File: src/rtl/assert_macros.svh
// ----------------------------------------------------------------------------
// Assertion macros
// Shared wrappers for the concurrent checks in the matrix transform block.
// ----------------------------------------------------------------------------
`ifndef ASSERT_MACROS_SVH
`define ASSERT_MACROS_SVH

// A property that must hold at every clock edge outside reset.
`define ASSERT_CLK(label, clk, rst_n, prop, msg) \
    label: assert property (@(posedge clk) disable iff (!rst_n) prop) else $error(msg);

// A condition that must never be true outside reset.
`define ASSERT_NEVER(label, clk, rst_n, expr, msg) \
    `ASSERT_CLK(label, clk, rst_n, !(expr), msg)

`endif

File: src/rtl/mbt_fifo.sv
// ----------------------------------------------------------------------------
// mbt_fifo
// Small synchronous queue with push/full and pop/empty sides.
// ----------------------------------------------------------------------------
`include "assert_macros.svh"

module mbt_fifo #(
    parameter type T     = logic,
    parameter int  DEPTH = 2
) (
    input  logic i_clk,
    input  logic i_rst_n,
    input  logic i_push,
    input  T     i_data,
    output logic o_full,
    input  logic i_pop,
    output T     o_data,
    output logic o_empty
);

    localparam int PW = (DEPTH > 1) ? $clog2(DEPTH) : 1;
    localparam int CW = $clog2(DEPTH + 1);

    T                r_mem [DEPTH];
    logic [PW-1:0]   r_wr, n_wr;
    logic [PW-1:0]   r_rd, n_rd;
    logic [CW-1:0]   r_cnt, n_cnt;
    logic            w_push, w_pop;

    assign o_full  = (r_cnt == CW'(DEPTH));
    assign o_empty = (r_cnt == '0);
    assign o_data  = r_mem[r_rd];
    assign w_push  = i_push && !o_full;
    assign w_pop   = i_pop && !o_empty;

    // Pointer and fill count update.
    always_comb begin
        n_wr  = r_wr;
        n_rd  = r_rd;
        n_cnt = r_cnt;
        if (w_push) begin
            n_wr = (r_wr == PW'(DEPTH - 1)) ? '0 : r_wr + 1'b1;
        end
        if (w_pop) begin
            n_rd = (r_rd == PW'(DEPTH - 1)) ? '0 : r_rd + 1'b1;
        end
        if (w_push && !w_pop) begin
            n_cnt = r_cnt + 1'b1;
        end else if (w_pop && !w_push) begin
            n_cnt = r_cnt - 1'b1;
        end
    end

    always_ff @(posedge i_clk) begin
        if (!i_rst_n) begin
            r_wr  <= '0;
            r_rd  <= '0;
            r_cnt <= '0;
        end else begin
            r_wr  <= n_wr;
            r_rd  <= n_rd;
            r_cnt <= n_cnt;
        end
    end

    // Entry storage.
    always_ff @(posedge i_clk) begin
        if (w_push) begin
            r_mem[r_wr] <= i_data;
        end
    end

    `ASSERT_NEVER(a_fifo_count, i_clk, i_rst_n, r_cnt > CW'(DEPTH), "fifo count overflow")

endmodule

File: config.mk
export PLATFORM = sky130hd
export DESIGN_NAME = mbt_fifo
export DESIGN_NICKNAME = d
export VERILOG_FILES = /design/src/rtl/mbt_fifo.sv
export VERILOG_INCLUDE_DIRS = /design/src /design/src/rtl
export SDC_FILE = /design/constraint.sdc
export NUM_CORES = 1
export LEC_CHECK = 0
export BUFFER_PORTS_ARGS = -buffer_cell sky130_fd_sc_hd__clkbuf_2
export CAP_MARGIN = 20
export CELL_PAD_IN_SITES_DETAIL_PLACEMENT = 0
export CELL_PAD_IN_SITES_GLOBAL_PLACEMENT = 1
export CORE_AREA = 3 3 40 42
export CTS_CLUSTER_DIAMETER = 150
export DETAILED_ROUTE_END_ITERATION = 7
export DIE_AREA = 0 0 43 45
export HOLD_SLACK_MARGIN = 0.06
export PLACE_DENSITY_LB_ADDON = 0.1
export SLEW_MARGIN = 10
export SYNTH_ARGS = -nofsm -noshare
export SYNTH_HDL_FRONTEND = slang
export SYNTH_SLANG_ARGS = --single-unit
export TNS_END_PERCENT = 10
File: constraint.sdc
create_clock -name i_clk -period 2.85 [get_ports i_clk]
set_input_delay 0.285 -clock i_clk [delete_from_list [all_inputs] [get_ports i_clk]]
set_output_delay 0.285 -clock i_clk [all_outputs]
set_load 0.02 [all_outputs]
Word-level counts from Yosys, hierarchy flattened --
Memories as Yosys holds them, arrays and structs flattened. A register that Yosys moved wholly into a read port is not among the register bits. Cells that the tools add are included.
Word-level totals: bits in registers 4, memory bits (writable) 2, input bits 5, output and inout port bits 3, logic and storage cells 27, memories kept 1
Operators by class: add/sub/neg operators 4, equal/unequal tests 1, muxes and demuxes 8, reductions and logical operators 10
Memory list:
- r_mem | words 2, width 1, read ports 1, clocked after Yosys merged registers in 1, wr ports 1, RTL line mbt_fifo.sv:24 | T r_mem [DEPTH];
Operator list (number):
- 1-bit 2-to-1 mux | 6
- 1-bit logical AND | 4
- 1-bit logical NOT | 4
- 2-bit 2-to-1 mux | 2
- 1-bit adder, second input constant | 2
- 2-bit by 1-bit adder with 2-bit output, second input constant | 1
- 2-bit == test, second input constant | 1
- 2-bit logical NOT | 1
- 2-bit nonzero test | 1
- 2-bit by 1-bit subtractor with 2-bit output, second input constant | 1

Logic depth before layout (Yosys ltp) --
depth after elaboration 7, mapped depth 7, depth with buffers taken out 7

Least setup slack after synthesis --
No wires, ideal clock.
kind reg-to-reg, start reg r_cnt[0], end reg r_cnt[1], library setup time 0.070 ns, data arrival time 1.444 ns, data required time 2.780 ns, slack 1.336 ns, stages on the path, launching flop included 7, path buffers 0, period minus slack after synthesis 1.514 ns, path through dfxtp_1 -> nand2b_1 -> inv_2 -> nor2_1 -> ha_1 -> or3_1 -> a21boi_1
Between the ends: word-level cells in the longest chain between the ends 6, elaborated cells on any way between the ends 15, classes of those cells 2 x add/sub; 1 x eq/ne; 2 x mux; 10 x reduce/logical
RTL lines:
- from (decl) | RTL line mbt_fifo.sv:27 | logic [CW-1:0] r_cnt, n_cnt;
- from (signal assigned) | RTL line mbt_fifo.sv:62 | r_cnt <= n_cnt;
- 2-bit == test (*) | RTL line mbt_fifo.sv:30 | assign o_full = (r_cnt == CW'(DEPTH));
- named net o_full | RTL line mbt_fifo.sv:15 | output logic o_full,
- 1-bit logical NOT (*) | RTL line mbt_fifo.sv:33 | assign w_push = i_push && !o_full;
- 1-bit logical AND (*) | RTL line mbt_fifo.sv:33
- 1-bit logical NOT | RTL line mbt_fifo.sv:49 | end else if (w_pop && !w_push) begin
- 1-bit logical AND | RTL line mbt_fifo.sv:49
- 2-bit nonzero test (no source line)
Mark *: on every way through the listed nets, which the timed path passes. The rest lies on a longest branch. The select of a mux whose other input is x is not followed. A chain may end at the register's enable or synchronous reset.

Final worst setup path --
start reg r_cnt[0], end reg r_cnt[1]
Between the ends: word-level cells in the longest chain between the ends 6, elaborated cells on any way between the ends 15, classes of those cells 2 x add/sub; 1 x eq/ne; 2 x mux; 10 x reduce/logical
RTL lines (RTL line):
- 2-bit == test / 2-bit logical NOT (equally long branches) | mbt_fifo.sv:30, mbt_fifo.sv:31
- 1-bit logical NOT (on tied branches) | mbt_fifo.sv:33, mbt_fifo.sv:34
- 1-bit logical AND (on tied branches) | mbt_fifo.sv:33, mbt_fifo.sv:34
- 1-bit logical NOT (on tied branches) | mbt_fifo.sv:49, mbt_fifo.sv:47
- 1-bit logical AND (on tied branches) | mbt_fifo.sv:49, mbt_fifo.sv:47
- 2-bit nonzero test (no source line) / 2-bit 2-to-1 mux (equally long branches)
Parallel ways exist; a longest one is shown, timed or not. The select of a mux whose other input is x is not followed.

==> results.json <==
{
  "outcome": "complete, no violations",
  "final_nets": 46,
  "ys_warn_count": 0,
  "cts_resized": 0,
  "cts-htree-levels": 1,
  "synth-seq-cells": 7,
  "syn2layout_area_growth_pct": 26.2,
  "start_kind": "flip-flop",
  "drive_gt1_share_pct": 33.3,
  "rows": 13,
  "final_util_pct": 30.0,
  "hold_path.class": "input port to flip-flop",
  "timing.final.crit_period_ps": 1590,
  "synth_area_sq_um": 305,
  "gp_congestion": 0.727,
  "drtPass1Iterations": 1,
  "crit_type": "flip-flop to flip-flop",
  "cts-root-buf": "clkbuf_4",
  "drc_errors": 0,
  "routed_via_density": 4.20,
  "cts_buffers": 3,
  "worstPathMaxFanout": 5,
  "synthFlopType": "dfxtp_1",
  "period_share_pct": 55.9,
  "clk_latency_ps": 240,
  "cts.sinks": 7,
  "clkSlewWorstSetupHoldPaths_ps": 50,
  "arrival_ps": 1770,
  "antenna_left": 0,
  "slowest_delay_ps": 410,
  "place_hpwl_microns": 424,
  "path_cells": "nand2b_1, inv_2, nor2_1, ha_1, or3_1, a21boi_1",
  "grt_pass1_wl_microns": 841,
  "die-area_sq_um": 1940,
  "cts_tree": "built",
  "grt_pass1_vias": 213,
  "fp.dieW_microns": 43,
  "first_iter_violations": 0,
  "finClkSkew_ps": 1.28,
  "yosys.area.top_type": "dfxtp_1",
  "die_h_microns": 45,
  "required_ps": 3030,
  "postSynthAreaPerCell_sq_um": 10.9,
  "syn_nets": 34,
  "endpoint_kind": "flip-flop",
  "critPathSlowestCell": "dfxtp_1",
  "grt_max_degree": 6,
  "synth_edf_count": 2,
  "setup_viol_count_final": 0,
  "port_buffers": 7,
  "final_max_slew_viol_count": 0,
  "finalHoldViolations": 0,
  "powerDensity_nw_per_um2": 1040,
  "rsz0062_at_grt": "false",
  "syn_inst": 28,
  "async_flop_share_pct": 0,
  "cts_setup_buffers": 0,
  "yosysSeqAreaShare_pct": 52.5,
  "fillers": 141,
  "leakage_nw": 0.169,
  "finalSetupTns_ps": 0,
  "synthTopCellsByCount": "5 x dfxtp_1, 3 x and2_1, 2 x edfxtp_1, 2 x nor2_1, 2 x xnor2_1",
  "ir_drop_v": 0.000368,
  "synthMostInstantiatedCell": "dfxtp_1",
  "clockBufferDepth": 2,
  "overflow": 0,
  "synth_cell_type_count": 19,
  "seqCellArea_sq_um": 160,
  "multi_input_area_sq_um": 138,
  "synth_area_leaders": "dfxtp_1 33%, edfxtp_1 20%, and2_1 6.1%, xnor2_1 5.7%, ha_1 4.1%",
  "antenna_found_initial": 0,
  "grt.total_usage_pct": 6.71,
  "vias": 227,
  "max_cap_viol_count": 0,
  "max_freq_mhz": 627,
  "post_drt_wl_per_cell_microns": 9.44,
  "num_antenna_cells": 0,
  "start_util_pct": 23.8,
  "worstMarginPinSlew_ps": 216,
  "slew_headroom_pct": 85.5,
  "cts_hold_buf": 0,
  "wl_microns": 510,
  "fp.coreArea_sq_um": 1280,
  "io_pins": 8,
  "synth_top_area_share_pct": 32.8
}
-- cells by family after synthesis --
logic type	count (synthesis)	synth area share, %
AOI/OAI and AO/OA	5	10.7
xor gates and xnor gates	3	8.61
adders and majority gates	1	4.10
buffers and inverters	2	2.46
DFF	7	52.5
muxes	1	3.69
and+or+nand+nor	9	18.0
-- metal layers --
layer / up-vias / part of all wire, % / routed length, microns / global-route usage [%]
met3: 0 / 11 / 54 / 7.57
met5: - / 0 / 0 / 0
li1: 115 / - / - / -
met4: 0 / 0 / 0 / 1.81
met1: 106 / 34 / 175 / 5.67
met2: 6 / 55 / 281 / 10.5
-- power by group --
part	leakage (nW)	internal, mW	switching [mW]
Combinational	0.0937	0.0753	0.0836
Sequential	0.0600	0.133	0.0216
Clock	0.0150	0.0533	0.0345
-- layout by cell type, fill, tap and decap left out --
cell type  Yosys  layout
clkbuf_2       0       7
dfxtp_1        5       5
and2_1         3       3
clkbuf_4       0       3
nor2_1         2       2
xnor2_1        2       2
edfxtp_1       2       2
mux2_2         1       1
nand2b_1       1       1
inv_2          1       1
inv_1          1       1
o21ai_1        1       1
and3_1         1       1
nor3_2         1       1
a21boi_0       1       1
o21a_1         1       1
xor2_1         1       1
o21ai_0        1       1
or3_1          1       1
a21boi_1       1       1
ha_1           1       1
clkbuf_1       0       1
-- worst max-delay path, delay by kind of cell (launching register included) --
family          cells  cell delay (ps)
compound gates      1              150
fa+ha+maj           1              270
buf+inv             1               60
flops               1              410
simple gates        3              650
-- through the flow --
stage	worst slack (ps)	power, mW	hold slack, ps	std cells	cell area, sq um
6_report	1260	0.402	237	54	385
5_1_grt	1150	0.441	220	54	385
4_1_cts	1240	0.411	230	54	385
3_5_place_dp	1270	0.319	492	50	359
3_3_place_gp	1330	0.314	475	50	359
2_1_floorplan	1340	0.278	384	28	305
-- path summary, 6_finish.rpt --
path,start,endpoint,slack (ps),cells past startpoint
worst max-delay path,r_cnt[0],r_cnt[1],1260,6
worst min-delay path,i_data,r_mem[1],240,1
worst max register to register,r_cnt[0],r_cnt[1],1260,6
worst min register to register,r_cnt[1],r_cnt[1],530,2
-- layout make-up --
class | instances | share of cell area, %
clock buffer | 4 | 6.82
inverter | 2 | 1.95
multi-input combinational | 19 | 35.7
sequential | 7 | 41.6
tap | 15 | 4.87
timing repair buffer | 7 | 9.09
No activity file was read; power rests on OpenSTA's default activity.
