**config.mk**
```make
export PLATFORM = sky130hd
export DESIGN_NAME = mbt_front
export DESIGN_NICKNAME = d
export VERILOG_FILES = /design/src/rtl/mbt_pkg.sv /design/src/rtl/mbt_fifo.sv /design/src/rtl/mbt_front.sv
export VERILOG_INCLUDE_DIRS = /design/src /design/src/rtl
export SDC_FILE = /design/constraint.sdc
export NUM_CORES = 1
export LEC_CHECK = 0
export ABC_AREA = 1
export BUFFER_PORTS_ARGS = -buffer_cell sky130_fd_sc_hd__buf_2
export CAP_MARGIN = 20
export CORE_MARGIN = 2
export CORE_UTILIZATION = 54
export CTS_CLUSTER_SIZE = 16
export DETAILED_ROUTE_END_ITERATION = 7
export GPL_TIMING_DRIVEN = 1
export PLACE_DENSITY_LB_ADDON = 0.05
export SYNTH_ARGS = -nofsm -noshare
export SYNTH_HDL_FRONTEND = slang
export SYNTH_HIERARCHICAL = 1
export SYNTH_SLANG_ARGS = --single-unit
```
**constraint.sdc**
```tcl
create_clock -name i_clk -period 3.3 [get_ports i_clk]
set_input_delay 0.33 -clock i_clk [delete_from_list [all_inputs] [get_ports i_clk]]
set_output_delay 0.33 -clock i_clk [all_outputs]
set_load 0.01 [all_outputs]
```
**src/rtl/assert_macros.svh**
```systemverilog
// ----------------------------------------------------------------------------
// Assertion macros
// Shared wrappers for the concurrent checks in the matrix transform block.
// ----------------------------------------------------------------------------
`ifndef ASSERT_MACROS_SVH
`define ASSERT_MACROS_SVH

// A property that must hold at every clock edge outside reset.
`define ASSERT_CLK(label, clk, rst_n, prop, msg) \
    label: assert property (@(posedge clk) disable iff (!rst_n) prop) else $error(msg);

// A condition that must never be true outside reset.
`define ASSERT_NEVER(label, clk, rst_n, expr, msg) \
    `ASSERT_CLK(label, clk, rst_n, !(expr), msg)

`endif

```
**src/rtl/mbt_pkg.sv**
```systemverilog
// ----------------------------------------------------------------------------
// mbt_pkg
// Types and codes shared by the matrix buffer transform engine.
// ----------------------------------------------------------------------------
package mbt_pkg;

    // Commands carried by one request.
    typedef enum logic [2:0] {
        ACT_WRITE   = 3'd0,
        ACT_READ    = 3'd1,
        ACT_SCROLL  = 3'd2,
        ACT_FLIP_V  = 3'd3,
        ACT_FLIP_H  = 3'd4,
        ACT_ROT_CW  = 3'd5,
        ACT_ROT_CCW = 3'd6,
        ACT_INVERT  = 3'd7
    } t_action;

    // Completion codes of a result.
    typedef enum logic [1:0] {
        STAT_DONE    = 2'd0,
        STAT_REFUSED = 2'd1,
        STAT_RANGE   = 2'd2
    } t_status;

    // Scroll direction codes.
    localparam logic [2:0] DIR_NW = 3'd0;
    localparam logic [2:0] DIR_N  = 3'd1;
    localparam logic [2:0] DIR_NE = 3'd2;
    localparam logic [2:0] DIR_W  = 3'd3;
    localparam logic [2:0] DIR_E  = 3'd4;
    localparam logic [2:0] DIR_SW = 3'd5;
    localparam logic [2:0] DIR_S  = 3'd6;
    localparam logic [2:0] DIR_SE = 3'd7;

    // Configuration register indexes.
    localparam logic [1:0] CFG_ACTIVE_COLS = 2'd0;
    localparam logic [1:0] CFG_ACTIVE_ROWS = 2'd1;
    localparam logic [1:0] CFG_INVERT_MODE = 2'd2;

    // Classified command handed from the front end to the sequencer.
    typedef struct packed {
        t_action            action;
        logic [4:0]         col;
        logic [4:0]         row;
        logic signed [15:0] value;
        logic signed [8:0]  off_x;
        logic signed [8:0]  off_y;
        t_status            status;
    } t_cmd;

    // One result item.
    typedef struct packed {
        logic signed [15:0] read_value;
        t_status            status;
    } t_result;

    // Sequencer states.
    typedef enum logic [3:0] {
        ST_CLEAR,
        ST_IDLE,
        ST_START,
        ST_WRAP_X,
        ST_WRAP_Y,
        ST_RD_A,
        ST_RD_B,
        ST_WR_A,
        ST_WR_B,
        ST_RD_WAIT,
        ST_DONE
    } t_state;

endpackage

```
**src/rtl/mbt_fifo.sv**
```systemverilog
// ----------------------------------------------------------------------------
// mbt_fifo
// Small synchronous queue with push/full and pop/empty sides.
// ----------------------------------------------------------------------------
`include "assert_macros.svh"

module mbt_fifo #(
    parameter type T     = logic,
    parameter int  DEPTH = 2
) (
    input  logic i_clk,
    input  logic i_rst_n,
    input  logic i_push,
    input  T     i_data,
    output logic o_full,
    input  logic i_pop,
    output T     o_data,
    output logic o_empty
);

    localparam int PW = (DEPTH > 1) ? $clog2(DEPTH) : 1;
    localparam int CW = $clog2(DEPTH + 1);

    T                r_mem [DEPTH];
    logic [PW-1:0]   r_wr, n_wr;
    logic [PW-1:0]   r_rd, n_rd;
    logic [CW-1:0]   r_cnt, n_cnt;
    logic            w_push, w_pop;

    assign o_full  = (r_cnt == CW'(DEPTH));
    assign o_empty = (r_cnt == '0);
    assign o_data  = r_mem[r_rd];
    assign w_push  = i_push && !o_full;
    assign w_pop   = i_pop && !o_empty;

    // Pointer and fill count update.
    always_comb begin
        n_wr  = r_wr;
        n_rd  = r_rd;
        n_cnt = r_cnt;
        if (w_push) begin
            n_wr = (r_wr == PW'(DEPTH - 1)) ? '0 : r_wr + 1'b1;
        end
        if (w_pop) begin
            n_rd = (r_rd == PW'(DEPTH - 1)) ? '0 : r_rd + 1'b1;
        end
        if (w_push && !w_pop) begin
            n_cnt = r_cnt + 1'b1;
        end else if (w_pop && !w_push) begin
            n_cnt = r_cnt - 1'b1;
        end
    end

    always_ff @(posedge i_clk) begin
        if (!i_rst_n) begin
            r_wr  <= '0;
            r_rd  <= '0;
            r_cnt <= '0;
        end else begin
            r_wr  <= n_wr;
            r_rd  <= n_rd;
            r_cnt <= n_cnt;
        end
    end

    // Entry storage.
    always_ff @(posedge i_clk) begin
        if (w_push) begin
            r_mem[r_wr] <= i_data;
        end
    end

    `ASSERT_NEVER(a_fifo_count, i_clk, i_rst_n, r_cnt > CW'(DEPTH), "fifo count overflow")

endmodule

```
**src/rtl/mbt_front.sv**
```systemverilog
// ----------------------------------------------------------------------------
// mbt_front
// Accepts requests, checks coordinates and shape, and queues commands.
// ----------------------------------------------------------------------------
module mbt_front #(
    parameter int MAX_COLS = 32,
    parameter int MAX_ROWS = 32,
    localparam int SW = $clog2(((MAX_COLS > MAX_ROWS) ? MAX_COLS : MAX_ROWS) + 1)
) (
    input  logic                i_clk,
    input  logic                i_rst_n,
    input  logic [SW-1:0]       i_cols,
    input  logic [SW-1:0]       i_rows,
    input  logic                i_push,
    output logic                o_full,
    input  mbt_pkg::t_action    i_action,
    input  logic [4:0]          i_col,
    input  logic [4:0]          i_row,
    input  logic signed [15:0]  i_value,
    input  logic [2:0]          i_scroll_direction,
    input  logic signed [7:0]   i_scroll_steps,
    input  logic                i_cmd_pop,
    output mbt_pkg::t_cmd       o_cmd,
    output logic                o_cmd_empty
);

    mbt_pkg::t_cmd     w_cmd;
    logic signed [8:0] w_amt, w_neg;

    assign w_amt = {i_scroll_steps[7], i_scroll_steps};
    assign w_neg = -w_amt;

    // Classify the request.
    always_comb begin
        w_cmd        = '0;
        w_cmd.action = i_action;
        w_cmd.col    = i_col;
        w_cmd.row    = i_row;
        w_cmd.value  = i_value;
        w_cmd.status = mbt_pkg::STAT_DONE;

        if (i_scroll_direction inside {mbt_pkg::DIR_NW, mbt_pkg::DIR_W, mbt_pkg::DIR_SW}) begin
            w_cmd.off_x = w_neg;
        end else if (i_scroll_direction inside {mbt_pkg::DIR_N, mbt_pkg::DIR_S}) begin
            w_cmd.off_x = '0;
        end else begin
            w_cmd.off_x = w_amt;
        end
        if (i_scroll_direction inside {mbt_pkg::DIR_NW, mbt_pkg::DIR_N, mbt_pkg::DIR_NE}) begin
            w_cmd.off_y = w_neg;
        end else if (i_scroll_direction inside {mbt_pkg::DIR_W, mbt_pkg::DIR_E}) begin
            w_cmd.off_y = '0;
        end else begin
            w_cmd.off_y = w_amt;
        end

        case (i_action)
            mbt_pkg::ACT_WRITE, mbt_pkg::ACT_READ: begin
                if (32'(i_col) >= 32'(i_cols) || 32'(i_row) >= 32'(i_rows)) begin
                    w_cmd.status = mbt_pkg::STAT_RANGE;
                end
            end
            mbt_pkg::ACT_ROT_CW, mbt_pkg::ACT_ROT_CCW: begin
                if (i_cols != i_rows) begin
                    w_cmd.status = mbt_pkg::STAT_REFUSED;
                end
            end
            default: begin
                w_cmd.status = mbt_pkg::STAT_DONE;
            end
        endcase
    end

    // Command queue toward the sequencer.
    mbt_fifo #(
        .T     (mbt_pkg::t_cmd),
        .DEPTH (2)
    ) u_cmd_q (
        .i_clk   (i_clk),
        .i_rst_n (i_rst_n),
        .i_push  (i_push),
        .i_data  (w_cmd),
        .o_full  (o_full),
        .i_pop   (i_cmd_pop),
        .o_data  (o_cmd),
        .o_empty (o_cmd_empty)
    );

endmodule

```
Word-level counts from Yosys, hierarchy flattened:

Memories as Yosys holds them, arrays and structs flattened. A register that Yosys moved wholly into a read port is not among the register bits.
Cells that the tools add are included.

* reduce and logical (&&, ||, !) cells: 19
* mux-type cells: 15
* add/sub/neg operators: 5
* order comparisons: 2
* equal/unequal tests: 11

Operators with widths (count)
* $mux 9: 4
* $eq 3x3->1 const B: 5
* $ge 5x6->1: 2
* $neg 8->9: 1
* $mux 1: 7
* $eq 3x1->1 const B: 2
* $eq 3x2->1 const B: 2
* $logic_not 3->1: 2
* $mux 2: 3
* $ne 6x6->1: 1
* $reduce_bool 2->1: 3
* $reduce_bool 3->1: 2
* $logic_and 1x1->1: 4
* $logic_not 1->1: 4
* $pmux 2 s2: 1
* $reduce_or 2->1: 2
* $add 1x1->1 const B: 2
* $add 2x1->2 const B: 1
* $eq 2x2->1 const B: 1
* $logic_not 2->1: 1
* $sub 2x1->2 const B: 1
* $logic_or 1x1->1: 1

* RAM bits: 98
* input port bits: 56
* output and inout bits: 51
* flip-flop bits (word level): 4
* word-level logic and storage cells: 56
* memories: 1

Memories
* u_cmd_q.r_mem: depth 2, bits a word 49, rd ports 1, clocked after Yosys merged registers in 1, wr ports 1, RTL line mbt_fifo.sv:24 `T r_mem [DEPTH];`

Longest topological paths before layout:

Gate-level depths: netlist (run 1).

* depth in word-level cells: 7
* gate-level depth with buffers: 10
* depth with buffers taken out: 10

Hierarchy:

The synthesis (run 1) kept the hierarchy.

Modules (own cells, without submodules)
* mbt_fifo: cells each 190, area each 3822.4 µm², seq. area each 3042.9 µm², instances 1
* mbt_front: cells each 171, area each 854.6 µm², seq. area each 0.0 µm², instances 1

Least setup slack after synthesis (run 1):

Ideal clock, no wire load.

* path kind: reg-to-reg
* start point: register u_cmd_q.r_cnt[0]
* end point: memory u_cmd_q/r_mem[0][0] (netlist name) (enable)
* cell stages (with the launch flop): 3
* buffers on the path: 0
* path slack: 0.292 ns
* period minus slack after synthesis: 3.008 ns
* library setup time: 0.456 ns
* data required time: 2.844 ns
* arrival time: 2.552 ns
* path through: dfxtp_1 -> o21ai_1 -> nor2_1

* word-level cells in the longest chain between the ends: 5

RTL lines
* from (decl): RTL line mbt_fifo.sv:27 `logic [CW-1:0] r_cnt, n_cnt;`
* from (signal assigned): RTL line mbt_fifo.sv:62 `r_cnt <= n_cnt;`
* $eq 2x2->1: RTL line mbt_fifo.sv:30 `assign o_full = (r_cnt == CW'(DEPTH));`
* $logic_not 1->1: RTL line mbt_fifo.sv:33 `assign w_push = i_push && !o_full;`
* $logic_and 1x1->1: RTL line mbt_fifo.sv:33
* $mux 1: RTL line mbt_fifo.sv:68 `if (w_push) begin`
* $mux 1 (implied by the code): RTL line mbt_fifo.sv:69 `r_mem[r_wr] <= i_data;`
* to (decl): RTL line mbt_fifo.sv:24

Every way passes these cells.

==> summary.md, run 1 <==
| Metric | Value |
|---|---|
| Least-Margin Pin Slew | 0.771 ns |
| RR Startpoint | u_cmd_q/r_cnt[0] |
| TritonRoute pass-1 iters | 4 |
| Final Hold Viols | 0 |
| Post-CTS Hold Buffers | 0 |
| I/O Buffers | 106 |
| CTS Root Cell | clkbuf_8 |
| Seq/Total Area, Yosys | 0.651 |
| Share of cells above drive strength 1 | 0.395 |
| Synth Flop Type | edfxtp_1 |
| Final slew viol count | 0 |
| Postcts setup bufs | 0 |
| Initial antenna violation count | 0 |
| Flops & latches, synth | 103 |
| DRT iter0 DRCs | 99 |
| Die area | 9420 sq um |
| Worst Setup End Kind | output pin |
| Mapped Cells | 361 |
| Hold Crit Class | primary input to register |
| Vias/cell | 4.92 |
| Leak | 2.37 nW |
| Post-CTS sizing | 0 |
| Final WL | 8420 um |
| FILL cells | 629 |
| Fin nets | 547 |
| Overall routing resource usage | 0.190 |
| Syn_area_per_cell | 13.0 sq um |
| Critical path, cell by cell | buf_4 > mux2_2 > buf_2 |
| Global route overflow | 0 |
| Delay of the slowest cell on the worst path | 0.80 ns |
| Largest net degree at the start of global routing | 30 |
| Final ANT Viol Nets | 0 |
| Clock Power Share | 0.199 |
| Worst hold margin | 0.156 ns |
| Max Cap Viol | 0 |
| Area growth syn-to-layout | 17.9% |
| Syn Nets | 429 |
| Post-synth top cells | edfxtp_1 (98), nand2_1 (72), inv_1 (43) |
| Int Pwr | 0.00237 W |
| Top-count cell post-synth | edfxtp_1 |
| Post-route DRC | 0 |
| Die span in x | 97.1 um |
| Worst EP arrival | 2.04 ns |
| Diodes inserted | 0 |
| Setup slack after layout | 0.933 ns |
| Die height | 97.1 um |
| Hold_sp | i_value[6] |
| Critical path peak fanout | 29 |
| CP startpoint kind | register |
| Drt wl/cell | 14.3 um |
| H-tree levels | 3 |
| Cell variety after synth | 26 |
| Dpl ws | 1.28 ns |
| Design Power | 0.00337 W |
| Final setup violation count | 0 |
| Outcome | complete, no violations |
| Synth Warn # | 6 |
| First-pass GRT wire length | 14,100 um |
| Clk_lat worst skew | 0.35 ns |
| VDD IR max | 0.357 mV |
| Fmax | 422 MHz |
| Share of the synthesized area in the top cell type | 0.629 |
| CP max stage cell | dfxtp_2 |
| Worst relative slew slack | 0.485 |
| Synthesized cell area | 4680 sq um |
| Fin util | 0.664 |
| Post-synth top area cell | edfxtp_1 |
| Ratio of final minimum period to clock period | 0.717 |
| Clock transition at the registers of the reported paths | 0.10 ns |
| Min cycle time layout | 2.37 ns |
| Core area | 8300 sq um |
| Critical path class | register to output pin |
| Initial Util | 0.564 |
| Vias in the first global route | 2,917 |
| Ranking of synthesized cells by area | edfxtp_1 (63%), mux2_2 (9.4%), nand2_1 (5.8%), inv_1 (3.5%), ha_1 (3.2%) |
| Combinational share of power | 0.279 |
| Part of the power in registers | 0.522 |
| Row count | 33 |
| Final HPWL DP | 6250 um |
| TritonCTS Buffers | 9 |
| Post-Route Skew | 0.0110 ns |
| Clock Tree Buf Depth | 2 |
| WP data required | 2.97 ns |
| CTS tree | built |
| RSZ-0062 raised after global routing | no |
| I/O Pins | 107 |
| Via Count | 2,895 |
| PwrDens | 610 nW/um^2 |
| Setup_tns | 0 ns |
| Sink Count | 103 |
| EDFF count, synth | 98 |
| Asr flop ratio synth | 0 |
| GP Congestion | 0.832 |
| Sw frac | 0.296 |
| Switch Pwr | 0.000997 W |
==> power groups by stage <==
stage                     sequential (W)  combinational, W  clock (W)
final                            0.00176          0.000939   0.000670
after floorplan                  0.00175          0.000651          0
after detailed placement         0.00179          0.000952          0
after CTS                        0.00176          0.000956   0.000686
after global placement           0.00178          0.000937          0
after global routing             0.00178           0.00104   0.000740
==> metal layers <==
metal | wire length (um) | GRT usage | part of all wire | vias to the layer above
li1 | - | - | - | 1482
met1 | 3810 | 0.257 | 0.45 | 1332
met2 | 4100 | 0.312 | 0.49 | 72
met3 | 380 | 0.0345 | 0.045 | 9
met4 | 126 | 0.0661 | 0.015 | 0
met5 | 0 | 0 | 0 | -
==> metrics by stage <==
step	instances	cell area, sq um
6_report	588	5510
3_3_place_gp	573	5350
4_1_cts	588	5510
2_1_floorplan	361	4680
3_5_place_dp	573	5350
5_1_grt	588	5510
==> cell type report <==
cell class | instances | area [sq um] | share of cell area
well taps | 105 | 131 | 0.0238
flip-flops and latches | 103 | 3040 | 0.552
repair buffers | 112 | 576 | 0.104
multi-input cells | 208 | 1430 | 0.260
clock inverters | 6 | 38.8 | 0.00703
clock buffers | 9 | 124 | 0.0225
inverters | 45 | 169 | 0.0306
==> path summary, 6_finish.rpt <==
| check | endpoint | slack, ns | depth (start not counted) |
|---|---|---|---|
| worst max register to register | u_cmd_q/r_mem[1][8] | 1.38 | 3 |
| worst min register to register | u_cmd_q/r_rd | 0.52 | 2 |
| worst min-delay path | u_cmd_q/r_mem[1][26] | 0.16 | 1 |
| worst max-delay path | o_cmd[9] | 0.93 | 3 |
==> worst max-delay path: cells and delay by family, from the launching register on <==
kind,cells,cell delay (ns)
DFF,1,0.80
buffers and inverters,2,0.52
muxes,1,0.36
==> cell families (layout without fill, tap and decap cells) <==
kind of cell | count (synthesis) | in the layout | share of synthesized area
adders and majority gates | 12 | 12 | 0.0321
DFF | 103 | 103 | 0.651
buffers and inverters | 50 | 172 | 0.0465
and+or+nand+nor | 125 | 125 | 0.111
AOI/OAI and AO/OA | 17 | 17 | 0.0246
xor gates and xnor gates | 5 | 5 | 0.00936
muxes | 49 | 49 | 0.126
==> cell usage in the layout (no fill, tap or decap), drive strengths merged <==
cell type    n
a21oi        4
dfxtp        5
nand2       74
or2          1
nand3b       1
nand4        2
clkinvlp     2
o21ai       13
inv         45
ha          12
clkinv       4
mux2        49
nor2        29
nor3         1
xor2         5
clkbuf       9
edfxtp      98
buf        112
nand3       17
==> state kept, by name, indices dropped and copies added (netlist names), named ones only <==
signal	count
u_cmd_q/r_cnt	2
u_cmd_q/r_mem	98
u_cmd_q/r_rd	1
u_cmd_q/r_wr	1
Power figures use the tool's default switching activity.
==> run 2, diff against run 1 <==
- ABC_AREA: 1 -> 0
- clock period: 3.3 -> 2.4 ns (I/O delays scaled with it)
==> run 2 against run 1 <==
Non-clock buffer count is the same. Cell area grew 3.1%. Register-to-register slack lost 0.70 ns. Critical path depth is the same. Clock-buffer cell count grew 1. First-iteration DRC count shrank 6.1%. Cell count shrank 4.9%. Worst setup slack lost 0.36 ns.
==> summary.md, run 2 <==
| Metric | Value |
|---|---|
| Final HPWL DP | 6330 um (+1.3%) |
| Post-synth top cells | edfxtp_1 (98), mux2_2 (40), nor2_1 (18) |
| Commonest non-fill, non-tap cell in the layout | buf_2 |
| Row count | 34 (+3.0%) |
| Post-route DRC | 0 (unchanged) |
| Synth Area in Adders | 0.0451 (+0.0130) |
| Overall routing resource usage | 0.187 (-0.00275) |
| Flops & latches, synth | 103 (unchanged) |
| Initial antenna violation count | 0 (unchanged) |
| Diodes inserted | 0 (unchanged) |
| Largest net degree at the start of global routing | 46 (+53%) |
| Ratio of final minimum period to clock period | 0.761 |
| Synthesized cell area | 4880 sq um (+4.4%) |
| Setup_tns | 0 ns (unchanged) |
| Fin nets | 514 (-6.0%) |
| Asr flop ratio synth | 0 (unchanged) |
| EDFF count, synth | 98 (unchanged) |
| Synth Flop Type | edfxtp_1 |
| Biggest register | u_cmd_q/r_mem |
| Share of the synthesized area in the top cell type | 0.602 (-0.0268) |
| CTS tree | built |
| Mapped Cells | 342 (-5.3%) |
| Clock transition at the registers of the reported paths | 0.10 ns (about the same) |
| Ranking of synthesized cells by area | edfxtp_1 (60%), mux2_2 (9.2%), ha_1 (3.1%), mux2_1 (2.3%), dfxtp_1 (2.0%) |
| Post-CTS Hold Buffers | 0 (unchanged) |
| Clock Tree Buf Depth | 2 (unchanged) |
| Leak | 2.21 nW (-6.8%) |
| Multiplexer share of the synthesized area | 0.115 (-0.0107) |
| Post-synth top area cell | edfxtp_1 |
| WP data required | 2.16 ns (-0.81 ns) |
| Syn Nets | 410 (-4.4%) |
| Most frequent cells in the layout | buf_2 (106), edfxtp_1 (98), mux2_2 (40) |
| Vias in the first global route | 3,007 (+3.1%) |
| Critical path class | register to output pin |
| Fmax | 547 MHz |
| Vias/cell | 5.52 (+12%) |
| Max Cap Viol | 0 (unchanged) |
| CP startpoint kind | register |
| Final setup violation count | 0 (unchanged) |
| DRT iter0 DRCs | 93 (-6.1%) |
| Global route overflow | 0 (unchanged) |
| Drt wl/cell | 16.2 um (+13%) |
| Area growth syn-to-layout | 16.4% |
| Least-Margin Pin Slew | 0.602 ns (-0.168 ns) |
| Critical path peak fanout | 45 (+55%) |
| Post-CTS sizing | 0 (unchanged) |
| Final Hold Viols | 0 (unchanged) |
| Sink Count | 103 (unchanged) |
| First-pass GRT wire length | 14,400 um (+2.3%) |
| Worst hold margin | 0.0639 ns (-0.0924 ns) |
| Largest register FFs | 98 (unchanged) |
| Synth Warn # | 6 (unchanged) |
| Core area | 8760 sq um (+5.6%) |
| Share of cells above drive strength 1 | 0.401 (+0.00589) |
| Die area | 9820 sq um (+4.3%) |
| Top-count cell post-synth | edfxtp_1 |
| Min cycle time layout | 1.83 ns |
| Via Count | 3,084 (+6.5%) |
| RSZ-0062 raised after global routing | no |
| Post-Route Skew | 0.0151 ns (+0.00409 ns) |
| Outcome | complete, no violations |
| Largest family of logic cells by synthesized area | multiplexers |
| Die span in x | 99.1 um (+2.1%) |
| Worst Setup End Kind | output pin |
| Postcts setup bufs | 0 (unchanged) |
| Seq/Total Area, Yosys | 0.623 (-0.0277) |
| PwrDens | 836 nW/um^2 (+37%) |
| Final slew viol count | 0 (unchanged) |
| Worst relative slew slack | 0.598 (+0.113) |
| Post-Synth Simple-Gate Area | 0.0738 (-0.0370) |
| Die height | 99.1 um (+2.1%) |
| Post-synthesis xor/xnor area fraction | 0.0197 (+0.0104) |
| H-tree levels | 3 (unchanged) |
| Top Registers | u_cmd_q/r_mem: 98 flops, u_cmd_q/r_cnt: 2 flops |
| Hold Crit Class | primary input to register |
| TritonCTS Buffers | 9 (unchanged) |
| Syn_area_per_cell | 14.3 sq um (+10%) |
| TritonRoute pass-1 iters | 4 (unchanged) |
| I/O Buffers | 106 (unchanged) |
| VDD IR max | 0.578 mV (+62%) |
| Design Power | 0.00475 W (+41%) |
| Clk_lat worst skew | 0.35 ns (about the same) |
| Final ANT Viol Nets | 0 (unchanged) |
| I/O Pins | 107 (unchanged) |
| CTS Root Cell | clkbuf_8 |
| Initial Util | 0.557 (-0.00615) |
| Compound-gate portion of the synthesized area | 0.0876 (+0.0630) |
| Cell variety after synth | 60 (+130%) |
| Final WL | 9050 um (+7.4%) |
| GP Congestion | 0.865 (+4.0%) |
| Worst EP arrival | 1.59 ns (-0.45 ns) |
==> run 2: cell types whose count changed after synthesis, sizes merged, moves of 7 or more <==
cell / change
inv: -28
maj3: +7
nand2: -63
a21oi: +8
buf: +8
nand3: -12
nor2: -11
==> run 2: critical path: stages, from the launching register on <==
cell and delay (ns):
dfxtp_2 0.42, buf_12 0.27, mux2_1 0.37, buf_2 0.15
==> run 2: stage by stage <==
step | cell area (sq um) | setup WS, ns | utilization | std cells
detailed placement | 5510 | 0.417 | 0.629 | 543
finish | 5680 | 0.573 | 0.649 | 559
CTS | 5680 | 0.537 | 0.649 | 559
global route | 5680 | 0.492 | 0.649 | 559
floorplan | 4890 | 0.175 | - | 342
global placement | 5510 | 0.434 | 0.629 | 543
==> run 2: power by group <==
part / internal (W) / switching (W)
combinational: 0.000673 / 0.000773
clock: 0.000383 / 0.000565
sequential: 0.00228 / 0.0000784
total: 0.00333 / 0.00142
==> run 2: path summary, 6_finish.rpt <==
path	slack, ns	end	from	cells past startpoint
worst max-delay path	0.57	o_cmd[21]	register	3
worst min-delay path	0.06	u_cmd_q/r_mem[1][30]	i_value[10]	1
worst max register to register	0.68	u_cmd_q/r_mem[1][47]	u_cmd_q/r_cnt[0]	3
worst min register to register	0.52	u_cmd_q/r_cnt[1]	u_cmd_q/r_cnt[1]	2
==> run 2: area by class of cell <==
| type | instances | area, sq um |
|---|---|---|
| clock buffers | 10 | 128 |
| clock inverters | 6 | 46.3 |
| fillers | 679 | 3080 |
| inverters | 18 | 67.6 |
| multi-input cells | 202 | 1680 |
| flip-flops and latches | 103 | 3040 |
| well taps | 108 | 135 |
| repair buffers | 112 | 588 |
==> run 2: cell families after synthesis <==
| kind of cell | after synthesis |
|---|---|
| flops | 103 |
| fa+ha+maj | 19 |
| buf+inv | 37 |
| xor+xnor | 11 |
| compound gates | 58 |
| mux | 50 |
| simple gates | 64 |
==> run 2: per-layer routing <==
metal | wire length (um) | track usage | vias to the layer above
li1 | - | - | 1505
met1 | 3930 | 0.246 | 1505
met2 | 4610 | 0.317 | 70
met3 | 447 | 0.0394 | 4
met4 | 53 | 0.0558 | 0
met5 | 0 | 0 | -
==> run 3, diff against run 2 <==
- CORE_UTILIZATION: 54 -> 49
- clock period: 2.4 -> 1.5 ns (I/O delays scaled with it)
==> run 3 against run 2 <==
The flow now finishes with violations (setup timing). Via count grew 7.7%. Clock-buffer cell count down 1. Combinational power increased by 100%. Sequential power grew 60%. Wire length up 9.2%. Utilization grew 2.1 points. Critical path type unchanged. Critical endpoint is now o_cmd[33].
==> summary.md, run 3 (synthesis gave the netlist of run 2 again) <==
| Metric | Value |
|---|---|
| Final HPWL DP | 6620 um (+4.7%) |
| Critical path class | register to output pin |
| First-pass GRT wire length | 15,900 um (+10%) |
| Biggest register | u_cmd_q/r_mem |
| Worst hold stages | 1 (unchanged) |
| Vias in the first global route | 3,260 (+8.4%) |
| RR Endpoint | u_cmd_q/r_cnt[1] |
| Area growth syn-to-layout | 33.4% |
| R2R depth | 7 (+4) |
| Outcome | finished, violations left |
| Die height | 104 um (+4.8%) |
| Worst relative slew slack | 0.692 (+0.0939) |
| Drt wl/cell | 15.3 um (-5.2%) |
| Fin util | 0.670 (+0.0213) |
| Core area | 9730 sq um (+11%) |
| Largest register FFs | 98 (unchanged) |
| Row count | 36 (+5.9%) |
| Least-Margin Pin Slew | 0.456 ns (-0.147 ns) |
| Top Registers | u_cmd_q/r_mem: 98 flops, u_cmd_q/r_cnt: 2 flops |
| Clock transition at the registers of the reported paths | 0.10 ns (about the same) |
| Clk_lat worst skew | 0.35 ns (about the same) |
| Post-Route Skew | 0.00773 ns (-0.00735 ns) |
| Leak | 2.58 nW (+17%) |
| Fmax | 626 MHz |
| Worst Setup End Kind | output pin |
| Initial antenna violation count | 0 (unchanged) |
| I/O Pins | 107 (unchanged) |
| Share of cells above drive strength 1 | 0.458 (+0.0566) |
| Global route overflow | 0 (unchanged) |
| RSZ-0062 raised after global routing | yes |
| CP startpoint kind | register |
| CTS tree | built |
| Via Count | 3,323 (+7.7%) |
| Final Hold Viols | 0 (unchanged) |
| Clock Tree Buf Depth | 2 (unchanged) |
| Setup slack after layout | -0.0971 ns (-0.671 ns) |
| Initial Util | 0.502 (-0.0553) |
| Hold_sp | i_col[0] |
| TritonRoute pass-1 iters | 4 (unchanged) |
| Diodes inserted | 0 (unchanged) |
| Hold Crit Class | primary input to register |
| Die span in x | 104 um (+4.8%) |
| I/O Buffers | 106 (unchanged) |
| Most frequent cells in the layout | edfxtp_1 (98), buf_2 (93), buf_4 (35) |
| Largest net degree at the start of global routing | 39 (-15%) |
| CTS Root Cell | clkbuf_8 |
| Violated checks | setup timing |
| FF-to-FF setup slack | 0.04 ns (-0.64 ns) |
| GP Congestion | 0.813 (-6.0%) |
| Overall routing resource usage | 0.185 (-0.00268) |
| Final ANT Viol Nets | 0 (unchanged) |
| Final setup violation count | 49 (+49) |
| RR Startpoint | u_cmd_q/r_cnt[0] |
| TritonCTS Buffers | 9 (unchanged) |
| DRT iter0 DRCs | 132 (+42%) |
| WP data required | 1.35 ns (-0.81 ns) |
| H-tree levels | 3 (unchanged) |
| Commonest non-fill, non-tap cell in the layout | edfxtp_1 |
| Post-route DRC | 0 (unchanged) |
| PwrDens | 1270 nW/um^2 (+51%) |
| Fin nets | 574 (+12%) |
| Critical path peak fanout | 26 (-42%) |
| Final slew viol count | 0 (unchanged) |
| Hold EP | u_cmd_q/r_mem[0][41] |
| Max Cap Viol | 0 (unchanged) |
| Ratio of final minimum period to clock period | 1.06 |
| VDD IR max | 0.690 mV (+19%) |
| Die area | 10,800 sq um (+9.8%) |
| Vias/cell | 5.16 (-6.5%) |
| FILL cells | 749 (+10%) |
| Worst EP arrival | 1.45 ns (-0.14 ns) |
| Min cycle time layout | 1.60 ns |
| Sink Count | 103 (unchanged) |
| Final WL | 9870 um (+9.2%) |
| Worst hold margin | 0.0211 ns (-0.0427 ns) |
==> run 3: cell count changes in the layout (fill, tap and decap cells not counted), sizes merged <==
cell | previous run | this run
inv | 18 | 21
clkbuf | 10 | 9
clkinvlp | 2 | 1
dlygate4sd3 | 0 | 27
buf | 112 | 145
clkinv | 4 | 3
==> run 3: worst max path at each step <==
stage               cells past startpoint              endpoint               from
global placement                        7  u_cmd_q/r_mem[0][19]  i_scroll_steps[1]
global route                            3             o_cmd[33]           register
CTS                                     3             o_cmd[33]           register
finish                                  3             o_cmd[33]           register
floorplan                               3   u_cmd_q/r_mem[0][0]   u_cmd_q/r_cnt[0]
detailed placement                      7  u_cmd_q/r_mem[1][19]  i_scroll_steps[1]
==> run 3: through the flow <==
stage	TNS [ns]	worst slack [ns]	area, sq um	power (W)	instances
2_1_floorplan	-40.10	-0.694	4940	0.00538	342
3_3_place_gp	-4.29	-0.300	5900	0.00636	600
3_5_place_dp	-4.97	-0.330	5900	0.00641	600
4_1_cts	-4.88	-0.117	6380	0.00811	645
5_1_grt	-6.30	-0.155	6520	0.00867	644
6_report	-3.31	-0.0971	6520	0.00825	644
==> run 3: area by class of cell <==
cell class / instances / area [sq um] / share of cell area
Clock buffer: 9 / 124 / 0.0190
Tap cell: 133 / 166 / 0.0255
Inverter: 18 / 90.1 / 0.0138
Multi-Input combinational cell: 202 / 1790 / 0.275
Clock inverter: 7 / 51.3 / 0.00787
Timing Repair Buffer: 172 / 1240 / 0.191
Sequential cell: 103 / 3050 / 0.468
==> run 3: metal layers <==
layer / track usage / share of wire
met1: 0.244 / 0.45
met2: 0.308 / 0.50
met3: 0.0302 / 0.040
met4: 0.0666 / 0.010
met5: 0 / 0
==> run 3: critical path: stages, from the launching register on <==
cell     delay (ns)
dfxtp_4        0.38
buf_12         0.19
mux2_2         0.36
buf_2          0.14
==> run 3: power breakdown <==
group / leakage, nW / switching [W] / total (W) / internal [W]
sequential: 0.963 / 0.000126 / 0.00378 / 0.00366
clock: 0.0885 / 0.000945 / 0.00156 / 0.000619
combinational: 1.53 / 0.00138 / 0.00290 / 0.00152
total: 2.58 / 0.00245 / 0.00825 / 0.00579
==> run 3: repair_timing <==
| item | CTS | global route |
|---|---|---|
| hold buffers | 27 | 0 |
| pin swaps | 0 | 5 |
| hold endpoints to repair | 53 | 0 |
| gates resized for setup | 5 | 31 |
| setup buffers | 2 | 1 |
| endpoints found under the setup margin | 50 | 56 |
